<file path="src/adsr_pkg.sv">
// Shared stage, item kind and register index codes of the envelope generator.
package adsr_pkg;

  localparam logic [2:0] STAGE_IDLE    = 3'd0;
  localparam logic [2:0] STAGE_ATTACK  = 3'd1;
  localparam logic [2:0] STAGE_DECAY   = 3'd2;
  localparam logic [2:0] STAGE_SUSTAIN = 3'd3;
  localparam logic [2:0] STAGE_RELEASE = 3'd4;

  // item kinds
  localparam logic [1:0] KIND_TICK    = 2'd0;
  localparam logic [1:0] KIND_TRIGGER = 2'd1;
  localparam logic [1:0] KIND_RELEASE = 2'd2;
  localparam logic [1:0] KIND_UNUSED  = 2'd3;

  // register indexes
  localparam logic [2:0] REG_ATTACK   = 3'd0;
  localparam logic [2:0] REG_DECAY    = 3'd1;
  localparam logic [2:0] REG_RELEASE  = 3'd2;
  localparam logic [2:0] REG_SUSTAIN  = 3'd3;
  localparam logic [2:0] REG_MODE     = 3'd4;
  localparam logic [2:0] REG_LOOP     = 3'd5;
  localparam logic [2:0] REG_VEL_SENS = 3'd6;

endpackage

</file>
<file path="src/adsr_envelope_generator.sv">
// Top level of the linear ADSR / ADR envelope generator.
//
// Every item (sample tick, trigger with velocity, or release) gives one result: the level
// and stage after the item. A tick that computes no new slope updates the level, then
// loads the output register in S_FINISH. Any stage entry that needs a slope runs the
// bit-serial restoring divider for a LEVEL_FRAC_BITS+1 bit quotient (25 bits at the
// default), plus an S_MUL multiply for the sustain target; the longest items (a trigger
// or loop retrigger) run both a timed attack and a timed decay division. in_stall_o is
// high from acceptance until the result is loaded into the output register; a result
// waiting on out_stall_i does not block acceptance of the next item. Registers sit on
// the APB port at byte address 4*i.
module adsr_envelope_generator #(
  parameter int LEVEL_FRAC_BITS = 24,
  parameter int LENGTH_BITS     = 24
) (
  input  logic                       clk_i,
  input  logic                       rst_ni,
  // input items
  input  logic                       in_valid_i,
  output logic                       in_stall_o,
  input  logic [1:0]                 kind_i,
  input  logic [16:0]                velocity_i,
  // result items
  output logic                       out_valid_o,
  input  logic                       out_stall_i,
  output logic [LEVEL_FRAC_BITS:0]   level_o,
  output logic [2:0]                 stage_o,
  output logic                       is_idle_o,
  // configuration
  input  logic                       psel,
  input  logic                       penable,
  input  logic                       pwrite,
  input  logic [4:0]                 paddr,
  input  logic [31:0]                pwdata,
  output logic [31:0]                prdata,
  output logic                       pready
);

  localparam int LVL_W   = LEVEL_FRAC_BITS + 1;
  localparam int SLP_W   = LVL_W + 1;
  localparam int SUM_W   = LVL_W + 2;
  localparam int CNT_W   = $clog2(LVL_W + 1);
  localparam int VEL_SH  = LEVEL_FRAC_BITS - 16;
  localparam int PROD_SH = 32 - LEVEL_FRAC_BITS;

  localparam logic [LVL_W-1:0] ONE_LVL = LVL_W'(64'd1 << LEVEL_FRAC_BITS);
  localparam logic [LVL_W-1:0] THR_LVL = LVL_W'((64'd1 << LEVEL_FRAC_BITS) / 1000);
  localparam logic [16:0]      VEL_FULL = 17'd65536;

  // sequencer states
  localparam logic [3:0] S_READY   = 4'd0;
  localparam logic [3:0] S_TRIG    = 4'd1;
  localparam logic [3:0] S_DIV     = 4'd2;
  localparam logic [3:0] S_DIV_END = 4'd3;
  localparam logic [3:0] S_MUL     = 4'd4;
  localparam logic [3:0] S_DEC_SET = 4'd5;
  localparam logic [3:0] S_FINISH  = 4'd6;

  // what a finished division feeds
  localparam logic [1:0] JOB_ATT = 2'd0;
  localparam logic [1:0] JOB_DEC = 2'd1;
  localparam logic [1:0] JOB_REL = 2'd2;

  // configuration registers
  logic [LENGTH_BITS-1:0] attack_q, decay_q, release_q;
  logic [16:0]            sustain_q;
  logic                   mode_q, loop_q, vel_sens_q;

  logic cfg_wr;
  assign cfg_wr = psel && penable && pwrite && pready;
  assign pready = 1'b1;

  always_ff @(posedge clk_i or negedge rst_ni) begin
    if (!rst_ni) begin
      attack_q   <= LENGTH_BITS'(480);
      decay_q    <= LENGTH_BITS'(4800);
      release_q  <= LENGTH_BITS'(9600);
      sustain_q  <= 17'd45875;
      mode_q     <= 1'b0;
      loop_q     <= 1'b0;
      vel_sens_q <= 1'b0;
    end else if (cfg_wr) begin
      case (paddr[4:2])
        adsr_pkg::REG_ATTACK:   attack_q   <= pwdata[LENGTH_BITS-1:0];
        adsr_pkg::REG_DECAY:    decay_q    <= pwdata[LENGTH_BITS-1:0];
        adsr_pkg::REG_RELEASE:  release_q  <= pwdata[LENGTH_BITS-1:0];
        adsr_pkg::REG_SUSTAIN:  sustain_q  <= pwdata[16:0];
        adsr_pkg::REG_MODE:     mode_q     <= pwdata[0];
        adsr_pkg::REG_LOOP:     loop_q     <= pwdata[0];
        adsr_pkg::REG_VEL_SENS: vel_sens_q <= pwdata[0];
        default: ;
      endcase
    end
  end

  // read back
  always_comb begin
    case (paddr[4:2])
      adsr_pkg::REG_ATTACK:   prdata = 32'(attack_q);
      adsr_pkg::REG_DECAY:    prdata = 32'(decay_q);
      adsr_pkg::REG_RELEASE:  prdata = 32'(release_q);
      adsr_pkg::REG_SUSTAIN:  prdata = 32'(sustain_q);
      adsr_pkg::REG_MODE:     prdata = 32'(mode_q);
      adsr_pkg::REG_LOOP:     prdata = 32'(loop_q);
      adsr_pkg::REG_VEL_SENS: prdata = 32'(vel_sens_q);
      default:                prdata = 32'd0;
    endcase
  end

  // envelope state and sequencer
  logic [3:0]              state_q, state_d;
  logic [2:0]              stage_q, stage_d;
  logic [LVL_W-1:0]        level_q, level_d;
  logic [LVL_W-1:0]        target_q, target_d;
  logic signed [SLP_W-1:0] slope_q, slope_d;
  logic [16:0]             velocity_q, velocity_d;
  logic [1:0]              job_q, job_d;
  logic                    out_valid_q, out_valid_d;

  // datapath registers, no reset needed
  logic [33:0]             prod_q, prod_d;
  logic [LVL_W-1:0]        quo_q, quo_d;
  logic [LENGTH_BITS-1:0]  rem_q, rem_d;
  logic [LENGTH_BITS-1:0]  den_q, den_d;
  logic [CNT_W-1:0]        cnt_q, cnt_d;
  logic                    neg_q, neg_d;
  logic                    nz_q, nz_d;
  logic [LVL_W-1:0]        out_level_q, out_level_d;
  logic [2:0]              out_stage_q, out_stage_d;
  logic                    out_idle_q, out_idle_d;

  // saturated inputs
  logic [16:0] vel_in_sat, sustain_sat;
  assign vel_in_sat  = (velocity_i > VEL_FULL) ? VEL_FULL : velocity_i;
  assign sustain_sat = (sustain_q > VEL_FULL) ? VEL_FULL : sustain_q;

  // level step with clamp to 0..ONE
  logic signed [SUM_W-1:0] sum;
  logic [LVL_W-1:0]        lv_step;
  always_comb begin
    sum = $signed({2'b00, level_q}) + SUM_W'(slope_q);
    if (sum < 0) begin
      lv_step = '0;
    end else if (sum > $signed({2'b00, ONE_LVL})) begin
      lv_step = ONE_LVL;
    end else begin
      lv_step = sum[LVL_W-1:0];
    end
  end

  // one restoring divider step
  logic [LENGTH_BITS:0] rem_sh, rem_sub;
  logic                 div_ge;
  assign rem_sh  = {rem_q, quo_q[LVL_W-1]};
  assign div_ge  = rem_sh >= {1'b0, den_q};
  assign rem_sub = rem_sh - {1'b0, den_q};

  // quotient with the minimum-step rule
  logic [LVL_W-1:0]        q_fix;
  logic signed [SLP_W-1:0] q_pos;
  assign q_fix = (quo_q == '0 && nz_q) ? LVL_W'(1) : quo_q;
  assign q_pos = $signed({1'b0, q_fix});

  // decay target and distance
  logic [LVL_W-1:0] dec_tgt, dec_mag;
  logic             dec_neg;
  assign dec_tgt = mode_q ? '0 : LVL_W'(prod_q >> PROD_SH);
  assign dec_neg = dec_tgt < level_q;
  assign dec_mag = dec_neg ? (level_q - dec_tgt) : (dec_tgt - level_q);

  logic [LVL_W-1:0] peak;
  assign peak = LVL_W'(velocity_q) << VEL_SH;

  always_comb begin
    state_d     = state_q;
    stage_d     = stage_q;
    level_d     = level_q;
    target_d    = target_q;
    slope_d     = slope_q;
    velocity_d  = velocity_q;
    job_d       = job_q;
    out_valid_d = out_valid_q && out_stall_i;
    prod_d      = prod_q;
    quo_d       = quo_q;
    rem_d       = rem_q;
    den_d       = den_q;
    cnt_d       = cnt_q;
    neg_d       = neg_q;
    nz_d        = nz_q;
    out_level_d = out_level_q;
    out_stage_d = out_stage_q;
    out_idle_d  = out_idle_q;

    case (state_q)
      S_READY: begin
        if (in_valid_i) begin
          state_d = S_FINISH;
          case (kind_i)
            adsr_pkg::KIND_TICK: begin
              case (stage_q)
                adsr_pkg::STAGE_ATTACK: begin
                  if (lv_step >= target_q) begin
                    level_d = target_q;
                    state_d = S_MUL;
                  end else begin
                    level_d = lv_step;
                  end
                end
                adsr_pkg::STAGE_DECAY: begin
                  level_d = lv_step;
                  if (!mode_q) begin
                    if (slope_q[SLP_W-1] && lv_step <= target_q) begin
                      level_d = target_q;
                      stage_d = adsr_pkg::STAGE_SUSTAIN;
                      slope_d = '0;
                    end
                  end else if (lv_step <= THR_LVL) begin
                    level_d = '0;
                    if (loop_q) begin
                      velocity_d = vel_sens_q ? velocity_q : VEL_FULL;
                      state_d    = S_TRIG;
                    end else begin
                      stage_d = adsr_pkg::STAGE_IDLE;
                    end
                  end
                end
                adsr_pkg::STAGE_SUSTAIN: begin
                  level_d = target_q;
                end
                adsr_pkg::STAGE_RELEASE: begin
                  level_d = lv_step;
                  if (lv_step <= THR_LVL) begin
                    level_d = '0;
                    if (mode_q && loop_q) begin
                      velocity_d = vel_sens_q ? velocity_q : VEL_FULL;
                      state_d    = S_TRIG;
                    end else begin
                      stage_d = adsr_pkg::STAGE_IDLE;
                    end
                  end
                end
                default: begin
                  stage_d = adsr_pkg::STAGE_IDLE;
                  level_d = '0;
                end
              endcase
            end
            adsr_pkg::KIND_TRIGGER: begin
              velocity_d = vel_sens_q ? vel_in_sat : VEL_FULL;
              state_d    = S_TRIG;
            end
            adsr_pkg::KIND_RELEASE: begin
              if (stage_q != adsr_pkg::STAGE_IDLE && stage_q != adsr_pkg::STAGE_RELEASE) begin
                stage_d  = adsr_pkg::STAGE_RELEASE;
                target_d = '0;
                if (release_q == '0) begin
                  level_d = '0;
                  slope_d = '0;
                  stage_d = adsr_pkg::STAGE_IDLE;
                end else begin
                  quo_d   = level_q;
                  rem_d   = '0;
                  den_d   = release_q;
                  cnt_d   = CNT_W'(LVL_W);
                  neg_d   = 1'b1;
                  nz_d    = level_q != '0;
                  job_d   = JOB_REL;
                  state_d = S_DIV;
                end
              end
            end
            default: ;
          endcase
        end
      end

      // start the attack from zero
      S_TRIG: begin
        stage_d  = adsr_pkg::STAGE_ATTACK;
        target_d = peak;
        level_d  = '0;
        if (attack_q == '0) begin
          level_d = peak;
          state_d = S_MUL;
        end else begin
          quo_d   = peak;
          rem_d   = '0;
          den_d   = attack_q;
          cnt_d   = CNT_W'(LVL_W);
          neg_d   = 1'b0;
          nz_d    = peak != '0;
          job_d   = JOB_ATT;
          state_d = S_DIV;
        end
      end

      // shift in one quotient bit
      S_DIV: begin
        rem_d = div_ge ? rem_sub[LENGTH_BITS-1:0] : rem_sh[LENGTH_BITS-1:0];
        quo_d = {quo_q[LVL_W-2:0], div_ge};
        cnt_d = cnt_q - CNT_W'(1);
        if (cnt_q == CNT_W'(1)) begin
          state_d = S_DIV_END;
        end
      end

      // apply the new slope
      S_DIV_END: begin
        state_d = S_FINISH;
        case (job_q)
          JOB_ATT: begin
            slope_d = q_pos;
            if (q_fix >= target_q) begin
              level_d = target_q;
              state_d = S_MUL;
            end else begin
              level_d = q_fix;
            end
          end
          JOB_DEC: slope_d = neg_q ? -q_pos : q_pos;
          JOB_REL: slope_d = -q_pos;
          default: ;
        endcase
      end

      // sustain scaled by velocity
      S_MUL: begin
        prod_d  = 34'(sustain_sat) * 34'(velocity_q);
        state_d = S_DEC_SET;
      end

      // enter decay
      S_DEC_SET: begin
        stage_d  = adsr_pkg::STAGE_DECAY;
        target_d = dec_tgt;
        if (decay_q == '0) begin
          level_d = dec_tgt;
          slope_d = '0;
          if (!mode_q) begin
            stage_d = adsr_pkg::STAGE_SUSTAIN;
          end
          state_d = S_FINISH;
        end else begin
          quo_d   = dec_mag;
          rem_d   = '0;
          den_d   = decay_q;
          cnt_d   = CNT_W'(LVL_W);
          neg_d   = dec_neg;
          nz_d    = dec_mag != '0;
          job_d   = JOB_DEC;
          state_d = S_DIV;
        end
      end

      // hand the result to the output register once it is free
      S_FINISH: begin
        if (!out_valid_q || !out_stall_i) begin
          out_level_d = level_q;
          out_stage_d = stage_q;
          out_idle_d  = (stage_q == adsr_pkg::STAGE_IDLE) && (level_q <= THR_LVL);
          out_valid_d = 1'b1;
          state_d     = S_READY;
        end
      end

      default: state_d = S_READY;
    endcase
  end

  always_ff @(posedge clk_i or negedge rst_ni) begin
    if (!rst_ni) begin
      state_q     <= S_READY;
      stage_q     <= adsr_pkg::STAGE_IDLE;
      level_q     <= '0;
      target_q    <= '0;
      slope_q     <= '0;
      velocity_q  <= VEL_FULL;
      job_q       <= JOB_ATT;
      out_valid_q <= 1'b0;
    end else begin
      state_q     <= state_d;
      stage_q     <= stage_d;
      level_q     <= level_d;
      target_q    <= target_d;
      slope_q     <= slope_d;
      velocity_q  <= velocity_d;
      job_q       <= job_d;
      out_valid_q <= out_valid_d;
    end
  end

  always_ff @(posedge clk_i) begin
    prod_q      <= prod_d;
    quo_q       <= quo_d;
    rem_q       <= rem_d;
    den_q       <= den_d;
    cnt_q       <= cnt_d;
    neg_q       <= neg_d;
    nz_q        <= nz_d;
    out_level_q <= out_level_d;
    out_stage_q <= out_stage_d;
    out_idle_q  <= out_idle_d;
  end

  assign in_stall_o  = state_q != S_READY;
  assign out_valid_o = out_valid_q;
  assign level_o     = out_level_q;
  assign stage_o     = out_stage_q;
  assign is_idle_o   = out_idle_q;

endmodule

</file>
<file path="config.mk">
export PLATFORM = sky130hd
export DESIGN_NAME = adsr_envelope_generator
export DESIGN_NICKNAME = d
export VERILOG_FILES = /design/src/adsr_pkg.sv /design/src/adsr_envelope_generator.sv
export SDC_FILE = /design/constraint.sdc
export NUM_CORES = 2
export LEC_CHECK = 0
export ABC_AREA = 1
export BUFFER_PORTS_ARGS = -buffer_cell sky130_fd_sc_hd__buf_2
export CELL_PAD_IN_SITES_DETAIL_PLACEMENT = 1
export CELL_PAD_IN_SITES_GLOBAL_PLACEMENT = 1
export CORE_AREA = 2 2 265 267
export CTS_BUF_LIST = sky130_fd_sc_hd__clkbuf_8 sky130_fd_sc_hd__clkbuf_16
export CTS_CLUSTER_DIAMETER = 100
export DETAILED_ROUTE_END_ITERATION = 12
export DIE_AREA = 0 0 267 269
export GPL_TIMING_DRIVEN = 1
export PLACE_DENSITY = 0.81
export SLEW_MARGIN = 20
export SYNTH_ARGS = -nofsm -noshare
export SYNTH_HDL_FRONTEND = slang
export SYNTH_SLANG_ARGS = --single-unit
</file>
<file path="constraint.sdc">
create_clock -name clk_i -period 8.2 [get_ports clk_i]
set_clock_uncertainty 0.05 [all_clocks]
set_input_delay 0.82 -clock clk_i [delete_from_list [all_inputs] [get_ports clk_i]]
set_output_delay 0.82 -clock clk_i [all_outputs]
set_load 0.005 [all_outputs]
</file>
==> results.yml <==
run_status:
  outcome: "completed"
yosys:
  yosysSeqAreaShare_pct: 27.19
  yosys-top-cells-area: "fa_1 14%, dfrtp_1 13%, edfxtp_1 12%, nand2_1 12%, ha_1 9.8%"
  synth-seq-cells: 328
  synth_area_leader_cell: "fa_1"
  synth_edf_count: 134
  synth_cell_types: 66
  ys_warn_count: 0
  netlist.area_leader.share_pct: 13.75
  syn_area_um2: 32760
  async_flop_share_pct: 59.15
  syn_avg_cell_area_um2: 7.569
  synth_flop_cell: "dfrtp_1"
  syn_inst: 4328
timing:
  period_share_pct: 94.71
  finalSetupTns_ns: 0
  finalHoldViolations: 0
  layout_min_cycle_time_ns: 7.766
  layout_setup_ws_ns: 0.4337
  tightestPinTransition_ns: 1.294
  slew_viol_final: 0
  relSlewSlack_pct: 13.25
  rsz0062_at_grt: "false"
  setup_viol: 0
  fmax_ghz: 0.1288
worst_setup_path:
  critPathLaunch: "sustain_q[11]"
  crit_required_ns: 8.46
  worst-path-stages: 26
  slowest_stage: "nor2_1"
  reg2reg_from: "sustain_q[11]"
  cp-start-kind: "flop"
  critPathKind: "reg -> reg"
  cp_max_fo: 16
  cp_data_arrival_time_ns: 8.02
  endpoint: "prod_q[27]"
  rrSetupSlack_ns: 0.43
  critical-path-max-stage-delay_ns: 0.63
  cpMostUsedCell: "fa_1"
  critPathCaptureType: "flop"
  crit_buf_inv: 7
  rr_endpoint: "prod_q[27]"
  crit_family: "adder cells"
  worstRegToRegCells: 26
die:
  io_pins: 127
  core_um2: 69300
  dieArea_um2: 71820
  rows: 97
  start_util_pct: 47.27
  die_width_um: 267
  die_h_um: 269
global_routing:
  grt_usage_pct: 32.18
  grt_pass1_wl_mm: 178.9
  overflow: 0
  antenna_found_initial: 7
  grt_start_max_net_pins: 93
  grt_pass1_vias: 32220
cells_and_area:
  finalNonFillerCells: 5336
  mostFrequentLayoutCells: "1005 x nand2_1, 784 x inv_1, 330 x nor2_1"
  final_layout_size_suffix_gt1_share_pct: 8.419
  mostFrequentLayoutCell: "nand2_1"
  fin_util_pct: 51.43
  areaGrowthSynthToFinish_pct: 8.784
  fin_nets: 4905
drt:
  post_drt_wl_per_cell_um: 21.35
  wl_met1_mm: 48.33
  routed_via_density: 5.647
  dr_total_vias: 30131
  dr_wl_met3_mm: 6.951
  dr.pass1.iters: 6
  ant_nets: 0
  met2_length_mm: 53.95
  dr.first_iter.drc_count: 2189
  drt_wl_total_mm: 113.9
  top_layer: "met4"
  drc: 0
power_and_ir_drop:
  combPwrFrac_pct: 63.8
  switching_share_pct: 54.35
  powerDensity_nw_per_um2: 401.0
  peakVddDrop_v: 0.0003269
  pwr-share-seq_pct: 22.7
  p_int_mw: 6.525
  pwr-share-clk_pct: 13.5
  switching_power_mw: 7.768
  leakagePower_nw: 17.34
clock_tree:
  clk_pin_slew_ns: 0.07
  root_buffer: "clkbuf_16"
  cts_setup_buffers: 0
  cts_tree: "done"
  numCtsBuffers: 42
  clock_sinks: 328
  htreeDepth: 2
  insertion_delay_ns: 0.60
  clockBufferDepth: 3
place:
  portBuffers: 107
  gp_congestion: 0.9554
  placed_cells: 5257
  dp_hpwl_mm: 90.37
  preCtsSetupSlack_ns: 0.6016
hold_path:
  hp-class: "in -> async"
flow_run:
  drv_cap: 0
==> power groups by stage <==
stage / logic, mW / clock network (mW) / registers [mW]
after floorplan: 6.47 / 0 / 2.88
after global placement: 8.62 / 0 / 3.20
after detailed placement: 8.94 / 0 / 3.24
after CTS: 9.03 / 1.94 / 3.21
after global routing: 10.1 / 1.99 / 3.30
final: 9.12 / 1.92 / 3.25
==> how the worst min path moves through the flow <==
| stage | endpoint | cells past startpoint |
|---|---|---|
| final | release_q[11] | 1 |
| after CTS | release_q[21] | 1 |
| after detailed placement | decay_q[3] | 2 |
| after global placement | decay_q[5] | 2 |
| after global routing | release_q[11] | 1 |
| after floorplan | attack_q[17] | 2 |
==> sequential cells by signal, indices dropped and copies added (netlist names), 25 cells and up <==
register  cells
target_q     25
level_q      25
quo_q        25
slope_q      26
prod_q       25
level_o      25
==> layer usage <==
layer	global-route usage (%)	vias up
met5	0	-
met4	13.15	0
met3	3.790	257
met2	54.81	985
met1	41.72	14932
li1	-	13957
==> layout make-up <==
class	instances	area, um2
Tap cell	940	1176
Multi-Input combinational cell	3021	20160
Clock inverter	31	299.0
Inverter	807	3029
Sequential cell	328	8906
Antenna cell	1	2.502
Clock buffer	47	1120
Timing Repair Buffer	161	949.7
Fill cell	8725	33660
==> cells by family after synthesis <==
group,count (synthesis),synth area share (%)
flip-flops,328,27.19
XOR/XNOR,79,2.135
buffers and inverters,986,11.60
other,2,0.02292
multiplexers,7,0.2177
adder cells (fa/ha/maj),481,23.53
AND/OR/NAND/NOR,1632,20.83
AO/OA/AOI/OAI,813,14.49
==> repair_timing <==
action | CTS | global route
gates resized for setup | 0 | 1
hold endpoints to repair | 0 | 0
setup endpoints to repair | 0 | 3
hold buffers | 0 | 0
==> synthesized netlist by cell type, drive strengths merged, types with 9 or more instances <==
library cell / n
dfstp: 22
nand3: 88
ha: 256
a31oi: 15
a2111oi: 14
a22oi: 9
o211ai: 27
o31ai: 17
o21a: 12
o21ai: 330
buf: 28
o221ai: 36
xnor2: 41
clkbuf: 151
xor2: 38
nand3b: 12
nor3: 61
o2111ai: 15
o22ai: 22
nand2: 1035
fa: 225
clkinv: 9
inv: 798
a21boi: 9
edfxtp: 134
nand4: 48
nor2: 350
dfrtp: 172
nor4: 29
a21oi: 273
==> metrics by stage <==
stage	power (mW)	hold WS [ns]	instance area, um2
global placement	11.83	0.4168	34200
CTS	14.18	0.2727	35630
detailed placement	12.18	0.4241	34210
global route	15.43	0.2924	35640
finish	14.29	0.2204	35640
floorplan	9.342	0.4030	32790
(Power assumes the default switching activity.)
